$ cat src/cmp_pkg.sv
package cmp_pkg;

	localparam int PIX_W      = 8;
	localparam int FW_W       = 11;
	localparam int CFG_W      = 10;
	localparam int ROW_W      = 10;
	localparam int IDX_W      = 3;
	localparam int LINE_DEPTH = 512;
	localparam int OX_W       = $clog2(LINE_DEPTH);
	localparam int EMIT_W     = 19;
	localparam int QUEUE_DEPTH = 4;

	localparam logic [PIX_W-1:0] SIGN_FLIP = 8'h80;

	localparam logic [FW_W-1:0]  FRAME_WIDTH_RST = 11'd320;
	localparam logic [CFG_W-1:0] CROP_COL_RST    = 10'd104;
	localparam logic [CFG_W-1:0] CROP_ROW_RST    = 10'd64;
	localparam logic [CFG_W-1:0] OUT_WIDTH_RST   = 10'd96;
	localparam logic [CFG_W-1:0] OUT_HEIGHT_RST  = 10'd88;

	typedef enum logic [IDX_W-1:0] {
		REG_FRAME_WIDTH = 3'd0,
		REG_CROP_COL    = 3'd1,
		REG_CROP_ROW    = 3'd2,
		REG_OUT_WIDTH   = 3'd3,
		REG_OUT_HEIGHT  = 3'd4
	} reg_idx_t;

	typedef struct packed {
		logic [PIX_W-1:0] pixel;
		logic             frame_start;
	} pixel_t;

	typedef struct packed {
		logic signed [PIX_W-1:0] pooled_value;
		logic                    last_of_frame;
	} pooled_t;

	typedef struct packed {
		logic [IDX_W-1:0] index;
		logic [FW_W-1:0]  value;
	} cfg_t;

	typedef enum logic [1:0] {
		OP_PAIR  = 2'd0,
		OP_UPPER = 2'd1,
		OP_EMIT  = 2'd2
	} op_kind_t;

	typedef struct packed {
		op_kind_t         kind;
		logic [PIX_W-1:0] pixel;
		logic [OX_W-1:0]  ox;
		logic             last;
	} op_t;

endpackage

$ cat src/cmp_ifs.sv
interface cmp_pixel_if;
	import cmp_pkg::*;
	logic   valid;
	logic   ready;
	pixel_t data;
	modport source (output valid, output data, input ready);
	modport sink (input valid, input data, output ready);
endinterface

interface cmp_pool_if;
	import cmp_pkg::*;
	logic    valid;
	logic    ready;
	pooled_t data;
	modport source (output valid, output data, input ready);
	modport sink (input valid, input data, output ready);
endinterface

interface cmp_cfg_if;
	import cmp_pkg::*;
	logic valid;
	logic ready;
	cfg_t data;
	modport source (output valid, output data, input ready);
	modport sink (input valid, input data, output ready);
endinterface

$ cat src/cmp_front.sv
module cmp_front
	import cmp_pkg::*;
#(
	parameter int MAX_FRAME_WIDTH = 1024
) (
	input  logic          clk,
	input  logic          arst_n,
	cmp_pixel_if.sink     pixels,
	cmp_cfg_if.sink       cfg,
	input  logic          full,
	output logic          push,
	output op_t           op
);

	localparam int CW = $clog2(MAX_FRAME_WIDTH);
	localparam int AW = (CW >= 12) ? CW + 1 : 12;

	logic [FW_W-1:0]   frame_width_q;
	logic [CFG_W-1:0]  crop_col_q, crop_row_q, out_width_q, out_height_q;
	logic [CW-1:0]     col_q;
	logic [ROW_W-1:0]  row_q;
	logic [EMIT_W-1:0] emitted_q;

	logic [CFG_W-1:0]  ow, oh;
	logic [19:0]       prod;
	logic [AW-1:0]     fw_eff, col_x, cc;
	logic [CW-1:0]     col;
	logic [ROW_W-1:0]  row;
	logic [EMIT_W-1:0] emitted, total;
	logic              accept, col_end, in_win, odd_col, odd_row, emit_ok, has_op;

	assign cfg.ready    = 1'b1;
	assign pixels.ready = !full;
	assign accept       = pixels.valid && pixels.ready;

	always_comb begin
		ow = (out_width_q > CFG_W'(LINE_DEPTH)) ? CFG_W'(LINE_DEPTH) : out_width_q;
		oh = (out_height_q > CFG_W'(LINE_DEPTH)) ? CFG_W'(LINE_DEPTH) : out_height_q;
		prod = {10'd0, ow} * {10'd0, oh};
		total = prod[EMIT_W-1:0];
		if (frame_width_q == '0) begin
			fw_eff = AW'(1);
		end else if (AW'(frame_width_q) > AW'(MAX_FRAME_WIDTH)) begin
			fw_eff = AW'(MAX_FRAME_WIDTH);
		end else begin
			fw_eff = AW'(frame_width_q);
		end
		col     = pixels.data.frame_start ? '0 : col_q;
		row     = pixels.data.frame_start ? '0 : row_q;
		emitted = pixels.data.frame_start ? '0 : emitted_q;
		col_x   = AW'(col);
		col_end = (col_x + AW'(1)) >= fw_eff;
		cc      = col_x - AW'(crop_col_q);
		in_win  = (AW'(row) >= AW'(crop_row_q))
			&& (AW'(row) < AW'(crop_row_q) + AW'({oh, 1'b0}))
			&& (col_x >= AW'(crop_col_q))
			&& (col_x < AW'(crop_col_q) + AW'({ow, 1'b0}));
		odd_col = cc[0];
		odd_row = row[0] ^ crop_row_q[0];
		emit_ok = emitted < total;
		has_op  = !odd_col || !odd_row || emit_ok;
		push    = accept && in_win && has_op;
		if (!odd_col) begin
			op.kind = OP_PAIR;
		end else if (!odd_row) begin
			op.kind = OP_UPPER;
		end else begin
			op.kind = OP_EMIT;
		end
		op.pixel = pixels.data.pixel;
		op.ox    = cc[OX_W:1];
		op.last  = (emitted + EMIT_W'(1)) == total;
	end

	always_ff @(posedge clk or negedge arst_n) begin
		if (!arst_n) begin
			frame_width_q <= FRAME_WIDTH_RST;
			crop_col_q    <= CROP_COL_RST;
			crop_row_q    <= CROP_ROW_RST;
			out_width_q   <= OUT_WIDTH_RST;
			out_height_q  <= OUT_HEIGHT_RST;
		end else if (cfg.valid && cfg.ready) begin
			unique case (cfg.data.index)
				REG_FRAME_WIDTH: frame_width_q <= cfg.data.value;
				REG_CROP_COL:    crop_col_q    <= cfg.data.value[CFG_W-1:0];
				REG_CROP_ROW:    crop_row_q    <= cfg.data.value[CFG_W-1:0];
				REG_OUT_WIDTH:   out_width_q   <= cfg.data.value[CFG_W-1:0];
				REG_OUT_HEIGHT:  out_height_q  <= cfg.data.value[CFG_W-1:0];
				default: ;
			endcase
		end
	end

	always_ff @(posedge clk or negedge arst_n) begin
		if (!arst_n) begin
			col_q     <= '0;
			row_q     <= '0;
			emitted_q <= '0;
		end else begin
			if (accept) begin
				col_q     <= col_end ? '0 : col + CW'(1);
				row_q     <= col_end ? row + ROW_W'(1) : row;
				emitted_q <= (push && op.kind == OP_EMIT) ? emitted + EMIT_W'(1) : emitted;
			end
		end
	end

endmodule

$ cat src/cmp_queue.sv
module cmp_queue
	import cmp_pkg::*;
(
	input  logic clk,
	input  logic arst_n,
	input  logic push,
	input  op_t  op_in,
	output logic full,
	output logic valid,
	output op_t  op_out,
	input  logic pop
);

	localparam int PW = $clog2(QUEUE_DEPTH);

	op_t           slots_q [QUEUE_DEPTH];
	logic [PW-1:0] wr_q, rd_q;
	logic [PW:0]   count_q;

	assign full   = count_q == (PW+1)'(QUEUE_DEPTH);
	assign valid  = count_q != '0;
	assign op_out = slots_q[rd_q];

	always_ff @(posedge clk) begin
		if (push) begin
			slots_q[wr_q] <= op_in;
		end
	end

	always_ff @(posedge clk or negedge arst_n) begin
		if (!arst_n) begin
			wr_q    <= '0;
			rd_q    <= '0;
			count_q <= '0;
		end else begin
			if (push) begin
				wr_q <= wr_q + PW'(1);
			end
			if (pop) begin
				rd_q <= rd_q + PW'(1);
			end
			count_q <= count_q + (PW+1)'(push) - (PW+1)'(pop);
		end
	end

	assert property (@(posedge clk) disable iff (!arst_n) push |-> !full)
		else $error("transfer into full queue");
	assert property (@(posedge clk) disable iff (!arst_n)
		pop |-> valid && count_q <= (PW+1)'(QUEUE_DEPTH))
		else $error("queue underflow or count overrun");

endmodule

$ cat src/cmp_back.sv
module cmp_back
	import cmp_pkg::*;
(
	input  logic       clk,
	input  logic       arst_n,
	input  logic       q_valid,
	input  op_t        q_op,
	output logic       pop,
	cmp_pool_if.source pooled
);

	logic [PIX_W-1:0] line_q [LINE_DEPTH];
	logic [PIX_W-1:0] pair_q, m, rdata_s1, m_s1, best;
	logic             last_s1, s1_valid_q, out_valid_q, out_free, s1_ready, emit_pop;
	pooled_t          out_q;

	assign out_free  = !out_valid_q || pooled.ready;
	assign s1_ready  = !s1_valid_q || out_free;
	assign pop       = q_valid && (q_op.kind != OP_EMIT || s1_ready);
	assign emit_pop  = pop && q_op.kind == OP_EMIT;
	assign m         = (q_op.pixel > pair_q) ? q_op.pixel : pair_q;
	assign best      = (m_s1 > rdata_s1) ? m_s1 : rdata_s1;
	assign pooled.valid = out_valid_q;
	assign pooled.data  = out_q;

	always_ff @(posedge clk) begin
		if (pop && q_op.kind == OP_UPPER) begin
			line_q[q_op.ox] <= m;
		end
		if (emit_pop) begin
			rdata_s1 <= line_q[q_op.ox];
			m_s1     <= m;
			last_s1  <= q_op.last;
		end
		if (out_free && s1_valid_q) begin
			out_q.pooled_value <= signed'(best ^ SIGN_FLIP);
			out_q.last_of_frame <= last_s1;
		end
	end

	always_ff @(posedge clk or negedge arst_n) begin
		if (!arst_n) begin
			pair_q      <= '0;
			s1_valid_q  <= 1'b0;
			out_valid_q <= 1'b0;
		end else begin
			if (pop && q_op.kind == OP_PAIR) begin
				pair_q <= q_op.pixel;
			end
			if (s1_ready) begin
				s1_valid_q <= emit_pop;
			end
			if (out_free) begin
				out_valid_q <= s1_valid_q;
			end
		end
	end

	assert property (@(posedge clk) disable iff (!arst_n) emit_pop |=> s1_valid_q)
		else $error("emit lost between queue and stage 1");
	assert property (@(posedge clk) disable iff (!arst_n)
		s1_valid_q && !out_free |=> s1_valid_q && $stable(m_s1) && $stable(rdata_s1))
		else $error("stage 1 changed while held");

endmodule

$ cat src/crop_maxpool_int8_stream.sv
// channel | role  | payload
// pixels  | sink  | pixel[7:0], frame_start
// pooled  | source| pooled_value[7:0] signed, last_of_frame
// cfg     | sink  | index[2:0], value[10:0]; always ready
// One pixel per cycle while the queue is not full. After leaving the four-entry
// queue, an emit passes the line store read stage, then the output register.
// Reset clears counters, queue, pair maximum and output valid; the line store
// is not cleared and is written before it is read within a frame.
// Output stalls back up through the queue to the pixel input only once it fills.
module crop_maxpool_int8_stream
	import cmp_pkg::*;
#(
	parameter int MAX_FRAME_WIDTH = 1024
) (
	input  logic       clk,
	input  logic       arst_n,
	cmp_pixel_if.sink  pixels,
	cmp_pool_if.source pooled,
	cmp_cfg_if.sink    cfg
);

	op_t  push_op, q_op;
	logic push, full, q_valid, pop;

	cmp_front #(.MAX_FRAME_WIDTH(MAX_FRAME_WIDTH)) u_front (
		.clk    (clk),
		.arst_n (arst_n),
		.pixels (pixels),
		.cfg    (cfg),
		.full   (full),
		.push   (push),
		.op     (push_op)
	);

	cmp_queue u_queue (
		.clk    (clk),
		.arst_n (arst_n),
		.push   (push),
		.op_in  (push_op),
		.full   (full),
		.valid  (q_valid),
		.op_out (q_op),
		.pop    (pop)
	);

	cmp_back u_back (
		.clk     (clk),
		.arst_n  (arst_n),
		.q_valid (q_valid),
		.q_op    (q_op),
		.pop     (pop),
		.pooled  (pooled)
	);

endmodule
$ cat src/flat_wrapper.sv
// flat-port wrapper written by rule: the top's interface ports become plain ports
module crop_maxpool_int8_stream_flat import cmp_pkg::*;
#(
	parameter int MAX_FRAME_WIDTH = 1024
)
  (clk, arst_n, pixels_valid, pixels_data, pixels_ready, pooled_valid, pooled_data, pooled_ready, cfg_valid, cfg_data, cfg_ready);
  cmp_pixel_if pixels_i ();
  cmp_pool_if pooled_i ();
  cmp_cfg_if cfg_i ();
  input  logic clk;
  input  logic arst_n;
  input wire logic [$bits(pixels_i.valid)-1:0] pixels_valid;
  input wire logic [$bits(pixels_i.data)-1:0] pixels_data;
  output wire logic [$bits(pixels_i.ready)-1:0] pixels_ready;
  output wire logic [$bits(pooled_i.valid)-1:0] pooled_valid;
  output wire logic [$bits(pooled_i.data)-1:0] pooled_data;
  input wire logic [$bits(pooled_i.ready)-1:0] pooled_ready;
  input wire logic [$bits(cfg_i.valid)-1:0] cfg_valid;
  input wire logic [$bits(cfg_i.data)-1:0] cfg_data;
  output wire logic [$bits(cfg_i.ready)-1:0] cfg_ready;
  assign pixels_i.valid = pixels_valid;
  assign pixels_i.data = pixels_data;
  assign pixels_ready = pixels_i.ready;
  assign pooled_valid = pooled_i.valid;
  assign pooled_data = pooled_i.data;
  assign pooled_i.ready = pooled_ready;
  assign cfg_i.valid = cfg_valid;
  assign cfg_i.data = cfg_data;
  assign cfg_ready = cfg_i.ready;
  crop_maxpool_int8_stream #(.MAX_FRAME_WIDTH(MAX_FRAME_WIDTH)) u_core (.clk(clk), .arst_n(arst_n), .pixels(pixels_i), .pooled(pooled_i), .cfg(cfg_i));
endmodule
$ cat config.mk
export PLATFORM = sky130hd
export DESIGN_NAME = crop_maxpool_int8_stream_flat
export DESIGN_NICKNAME = d
export VERILOG_FILES = /design/src/cmp_pkg.sv /design/src/cmp_ifs.sv /design/src/cmp_front.sv /design/src/cmp_queue.sv /design/src/cmp_back.sv /design/src/crop_maxpool_int8_stream.sv /design/src/flat_wrapper.sv
export SDC_FILE = /design/constraint.sdc
export NUM_CORES = 2
export LEC_CHECK = 0
export ABC_AREA = 0
export BUFFER_PORTS_ARGS = -buffer_cell sky130_fd_sc_hd__buf_2
export CAP_MARGIN = 5
export CORE_ASPECT_RATIO = 1.1
export CORE_MARGIN = 3
export CORE_UTILIZATION = 55
export CTS_CLUSTER_DIAMETER = 120
export DETAILED_ROUTE_END_ITERATION = 10
export PLACE_DENSITY = 0.7
export SLEW_MARGIN = 15
export SYNTH_ARGS = -nofsm -noshare
export SYNTH_HDL_FRONTEND = slang
export SYNTH_MEMORY_MAX_BITS = 65536
export SYNTH_SLANG_ARGS = --single-unit
export TNS_END_PERCENT = 5
$ cat constraint.sdc
create_clock -name clk -period 69.3 [get_ports clk]
set_clock_uncertainty 0.05 [all_clocks]
set_input_delay 10.395 -clock clk [delete_from_list [all_inputs] [get_ports clk]]
set_output_delay 10.395 -clock clk [all_outputs]
set_load 0.05 [all_outputs]
; Yosys cells after proc, flatten, opt, wreduce, memory -nomap -nowiden
; Memory sizes are Yosys's and may differ from the RTL's. A register that Yosys moved wholly into a read port is not among the register bits.
; Cells that the tools add are included.
[totals]
inputBits = 28
out_inout_bits = 12
ramBits = 4176
ff_bits = 125
n_memories = 2
word_cells = 104
[mem_list]
columns = name, depth, word_bits, read_ports, rd_clocked_by_memory_dff, wr, line_no
row1 = u_core.u_back.line_q, 512, 8, 1, 1, 1, cmp_back.sv:12  ; logic [PIX_W-1:0] line_q [LINE_DEPTH];
row2 = u_core.u_queue.slots_q, 4, 20, 1, 0, 1, cmp_queue.sv:16  ; op_t slots_q [QUEUE_DEPTH];
[classes]
muxes = 18
n_reduce_logical = 31
magnitude_cmp = 11
n_mul = 1
bitwise_logic = 2
eq_ne = 10
add_sub_neg = 11
[op_table]
columns = cell, n
row1 = $mux 10, 6
row2 = $mux 19, 2
row3 = $add 10x11->12, 2
row4 = $lt 10x12->1, 2
row5 = $add 10x1->10 const B, 2
row6 = $ge 10x10->1, 2
row7 = $gt 10x10->1 const B, 2
row8 = $add 19x1->19 const B, 1
row9 = $eq 19x19->1, 1
row10 = $lt 19x19->1, 1
row11 = $mul 10x10->19, 1
row12 = $gt 8x8->1, 2
row13 = $mux 8, 2
row14 = $ge 11x12->1, 1
row15 = $logic_and 1x1->1, 12
row16 = $mux 12, 1
row17 = $add 10x1->11 const B, 1
row18 = $gt 11x11->1 const B, 1
row19 = $logic_not 11->1, 1
row20 = $mux 11, 1
row21 = $reduce_and 2->1, 5
row22 = $sub 10x10->10, 1
row23 = $eq 3x2->1 const B, 2
row24 = $eq 3x3->1 const B, 2
row25 = other kinds (16), 30

; Depth between registers and ports, before layout
[depth]
word_depth = 11
ltp_mapped = 39
ltp_nobuf = 38

; Hierarchy
; A second synthesis with hierarchy kept.
[hier_totals]
hier_cells = 9093
area_unflattened_um2 = 174845.2
[modules_own_cells]
columns = module, cells_each, n_inst, seq_area_each_um2, area_each_um2
row1 = cmp_back, 7728, 1, 124029.0, 160896.8
row2 = cmp_front, 1227, 1, 2265.9, 10669.0
row3 = cmp_queue, 138, 1, 2577.5, 3279.4

; Least setup slack after synthesis
; Ideal clock, no wire load.
[synth_path]
path_kind = flip-flop to flip-flop
from = register u_core.u_queue.rd_q[0]
to = memory u_core.u_back.line_q[0][0] (data pin)
arrival_ns = 22.562
synth_period_minus_slack_ns = 26.801
required_time_ns = 65.061
setup_time_ns = 4.189
setup_slack_ns = 42.499
path_buffers = 3
path_stages_with_launch = 13
cell_sequence = dfrtp_1 -> buf_6 -> buf_4 -> buf_1 -> mux4_2 -> ha_1 -> o21a_1 -> o21ai_0 -> nand2b_1 -> a21oi_1 -> o21ai_0 -> o21ai_1 -> o21ai_0
[synth_rtl]
columns = element, line_no
row1 = start: declaration, cmp_queue.sv:17  ; logic [PW-1:0] wr_q, rd_q;
row2 = start signal: assignment, cmp_queue.sv:40  ; rd_q <= rd_q + PW'(1);
row3 = end: declaration, cmp_back.sv:12

; Worst setup path in the final report
[layout_path]
from = input pixels_data[0]
to = register u_core.u_queue.count_q[2]
[layout_via]
elab_chain_cells = 9
elab_cells_between_ends = 21
classes_between = 3 x add/sub / 5 x order compare / 3 x mux / 1 x bitwise / 9 x reduce/logical
[layout_lines]
columns = element, line_no
row1 = start: declaration, flat_wrapper.sv:13  ; input wire logic [$bits(pixels_i.data)-1:0] pixels_data;
row2 = $mux 10, cmp_front.sv:49  ; row = pixels.data.frame_start ? '0 : row_q;
row3 = $lt 10x12->1 or $ge 10x10->1 (tied branches), "cmp_front.sv:55, cmp_front.sv:54"
row4 = $logic_and 1x1->1, cmp_front.sv:55  ; && (AW'(row) < AW'(crop_row_q) + AW'({oh, 1'b0}))
row5 = $logic_and 1x1->1, cmp_front.sv:56  ; && (col_x >= AW'(crop_col_q))
row6 = $logic_and 1x1->1, cmp_front.sv:57  ; && (col_x < AW'(crop_col_q) + AW'({ow, 1'b0}));
row7 = $logic_and 1x1->1, cmp_front.sv:62  ; push = accept && in_win && has_op;
row8 = $logic_and 1x1->1 *, cmp_front.sv:62
row9 = $add 3x1->3 *, cmp_queue.sv:42  ; count_q <= count_q + (PW+1)'(push) - (PW+1)'(pop);
row10 = $sub 3x1->3 *, cmp_queue.sv:42
row11 = end signal: assignment, cmp_queue.sv:42
row12 = end: declaration, cmp_queue.sv:18  ; logic [PW:0] count_q;
; Every way passes the cells marked *; elsewhere a longest branch is shown, timed or not.
; A chain may end at the register's enable or synchronous reset.

==> summary.txt <==
Status
  • Status: finished clean

Yosys
  • Seq/Total Area, Yosys: between 70% and 80%
  • FF+latch count, synth: around 4.3k
  • Top FF cell, synth: edfxtp_1
  • Async set-or-reset flop fraction in the synthesized netlist: 2.48%
  • Syn Inst Count: around 11k
  • Netlist Area Pre-Place: 176000 sq um
  • EDFF count, synth: 4202
  • Yosys warns: 0
  • Post-synth cell types: 76
  • Mapped Nets: 11.4k
  • Avg Inst Size Synth: 15.7 sq um

Power
  • P per Cell Area: between 40 and 50 nW/um^2
  • Max IR drop VDD: around 0.000073 V
  • Total power: approximately 9.4 mW
  • Leakage: between 60 and 70 nW

Setup path
  • WP data required: 70150 ps
  • Slowest-stage cell, CP: nand4b_1
  • CP Max Fanout: 53
  • Startpoint types: primary input
  • Crit path max-delay family: adder cells
  • CP cell instances: buf_2, buf_4, inv_1, nand2_1, inv_1, ha_1, nor2b_1, o21a_1, o21a_1, o21a_1, o21ai_0, a21oi_1, o21ai_0, nand4b_1, ha_1, inv_1, ha_1, inv_1, fa_1, xnor2_1, xnor2_1
  • Top cell by count, worst path: inv_1
  • CP peak stage delay: between 600 and 700 ps
  • CP Class: in2reg
  • Data arrival, critical path: ~15000 ps
  • Worst R2R Setup Slack: 58830 ps
  • Setup crit end kind: register
  • Count of buffer and inverter cells on the critical path: 6

Timing
  • Period minus WS final: roughly 14000 ps
  • Worst slew pin tran: 1300 ps
  • Setup_tns: 0 ps
  • Final Max Slew Viols: 0
  • Final hold viol count: 0
  • Final Setup Violations: 0
  • Worst setup slack after layout: roughly 55000 ps
  • Normalized max-slew margin: between 10% and 20%
  • Final worst-path cycle share: between 20% and 30%
  • Unrepaired setup endpoints after global routing: false
  • F_max: approximately 69 MHz

Floorplan
  • Core area: between 300000 and 400000 sq um
  • Top-level port count: 40
  • Chip Width: ~540 um
  • Die ar.: between 300000 and 400000 sq um
  • Die H: around 600 um
  • Core Rows: between 200 and 250
  • Initial Util: a little under three fifths

Layout
  • Area Overhead vs Synth: 10.3%
  • Commonest non-fill, non-tap cell in the layout: edfxtp_1
  • Non-Filler Instances: ~16k
  • Share of cells above drive strength 1: about an eighth
  • Layout Nets: about 11k
  • Fin area: a little under 200000 sq um
  • Most frequent cells in the layout: edfxtp_1 (4202), nand2_1 (1824), nor2_1 (640), nand3_1 (567), mux4_2 (523)

Clock network
  • Root buffer cell: clkbuf_16
  • Post-CTS setup buffer count: 0
  • # clock sinks: 4309
  • Num CTS Buffers: 412
  • CTS tree: done
  • Worst-path clk slew: approximately 60 ps
  • Cts hold-fix bufs: 0
  • PostCTS Resize Cnt: 0
  • Deepest clock path buffer count: 4
  • H-tree Lvls: 5
  • Clock latency on the worst-skew pair: between 900 and 1000 ps

Route
  • Drt first-iter violations: around 16k
  • Post-route ant nets: 0
  • DRC viols: 0
  • Drt wl/cell: roughly 32 um
  • Vias: 104k
  • Final wirelength: about 500000 um
  • Via density: between 6 and 7
  • TritonRoute pass-1 iters: 8

Placement
  • DP HPWL: 300000 um
  • IO Port Bufs: 38
  • GPL Wtd Cong: 0.893
  • Placed instance area: 180000 sq um
  • DP Cell Count: around 15k
  • Place WS: roughly 54000 ps

Global routing
  • Largest net degree at the start of global routing: roughly 230
  • Initial antenna violation count: 39
  • Total track usage: between 30% and 40%
  • Grt ovf: 0
  • Global-route wire length before repair: roughly 720000 um
  • Vias in the first global route: 101k

Hold path
  • Hold Path Class: reg2reg

Job
  • Max-Cap Viols: 0
==> cells by family (layout without fill, tap and decap cells) <==
| group | Yosys count | in the layout | share of synthesized area, % |
|---|---|---|---|
| buf+inv | 868 | 1183 | 2.21 |
| xor+xnor | 87 | 87 | 0.434 |
| other cells | 1 | 28 | 0.00214 |
| fa+ha+maj | 228 | 228 | 1.90 |
| compound gates | 1363 | 1363 | 5.43 |
| flops | 4309 | 4309 | 73.4 |
| simple gates | 3653 | 3653 | 9.05 |
| mux | 666 | 666 | 7.59 |
==> synthesized netlist by cell type, drive strengths merged (19+ instances only) <==
cell     count  area, sq um
a211oi     245         1840
a21o        26          195
a21oi      191          956
a22oi      185         1400
a311oi     153         1340
a31oi      235         1470
a32oi       47          412
and2        19          119
and3        75          469
buf        352         1950
clkbuf     357         1340
dfrtp       96         2400
edfxtp    4202       126000
fa          65         1300
ha         163         2040
inv        152          571
mux2        53          597
mux2i       86          861
mux4       527        11900
nand2     1842         6910
nand2b      20          125
nand3      567         2840
nand4       43          269
nor2       665         2500
nor2b      265         1660
nor3        42          210
nor4        49          313
o2111ai     19          166
o211ai      19          143
o21a        19          143
o21ai      120          601
or3         20          125
xnor2       54          473
xor2        33          289
==> flip-flops by register name, summed over array words and instances (netlist names) <==
name	cells
u_core.u_front.col_q	10
u_core.u_queue.slots_q	80
u_core.u_back.s1_valid_q	1
u_core.u_back.m_s1	8
u_core.u_queue.wr_q	2
u_core.u_front.crop_row_q	10
u_core.u_back.rdata_s1	8
u_core.u_front.crop_col_q	10
u_core.u_back.line_q	4096
u_core.u_front.out_width_q	10
u_core.u_front.row_q	10
u_core.u_front.emitted_q	19
u_core.u_front.frame_width_q	11
u_core.u_back.last_s1	1
u_core.u_back.pooled.data	9
u_core.u_queue.rd_q	2
u_core.u_queue.count_q	3
u_core.u_back.pair_q	8
u_core.u_back.pooled.valid	1
u_core.u_front.out_height_q	10
==> routing by layer <==
| layer | GRT usage, % | part of all wire, % | up-vias |
|---|---|---|---|
| li1 | - | - | 43000 |
| met1 | 41.8 | 36 | 52900 |
| met2 | 46.7 | 46 | 6961 |
| met3 | 7.10 | 12 | 1197 |
| met4 | 16.0 | 6.2 | 30 |
| met5 | 0 | 0.041 | - |
==> tightest hold or removal path, cell delays in order, from the launching register on <==
cell,delay (ps)
dfrtp_1,340
nand2_1,40
o21ai_0,60
==> final timing paths <==
check	startpoint	endpoint	depth (start not counted)
max in group asynchronous	arst_n	u_core.u_front.out_height_q[2]$_DFFE_PN0P_	2
hold / removal	u_core.u_front.emitted_q[6]$_DFFE_PN0P_	u_core.u_front.emitted_q[6]$_DFFE_PN0P_	2
hold reg to reg	u_core.u_front.emitted_q[6]$_DFFE_PN0P_	u_core.u_front.emitted_q[6]$_DFFE_PN0P_	2
setup reg to reg	u_core.u_front.out_height_q[5]$_DFFE_PN0P_	u_core.u_queue.count_q[2]$_DFF_PN0_	34
min in group asynchronous	arst_n	u_core.u_back.pair_q[1]$_DFFE_PN0P_	1
setup / recovery	pixels_data[0]	u_core.u_queue.count_q[2]$_DFF_PN0_	21
==> per-stage QoR <==
stage          util (%)  hold WS (ps)
2_1_floorplan         -           350
3_3_place_gp       56.7           426
3_5_place_dp       56.7           408
4_1_cts            60.9           438
5_1_grt            61.0           457
6_report           61.0           433
==> where the power goes <==
part | total [mW] | internal [mW] | switching (mW)
Combinational | 3.36 | 0.780 | 2.58
Sequential | 3.84 | 3.82 | 0.0186
Clock | 2.25 | 1.27 | 0.974
Total | 9.45 | 5.87 | 3.58
==> final cells by class <==
class                      count  area, sq um
tap                         4161         5210
clock inverter               248         2520
clock buffer                 510        10800
sequential                  4309       129000
timing repair buffer         266         2120
fill                       22600       124000
inverter                     159          597
antenna                       27         67.6
multi-input combinational   5998        43500
Power figures use the tool's default switching activity.
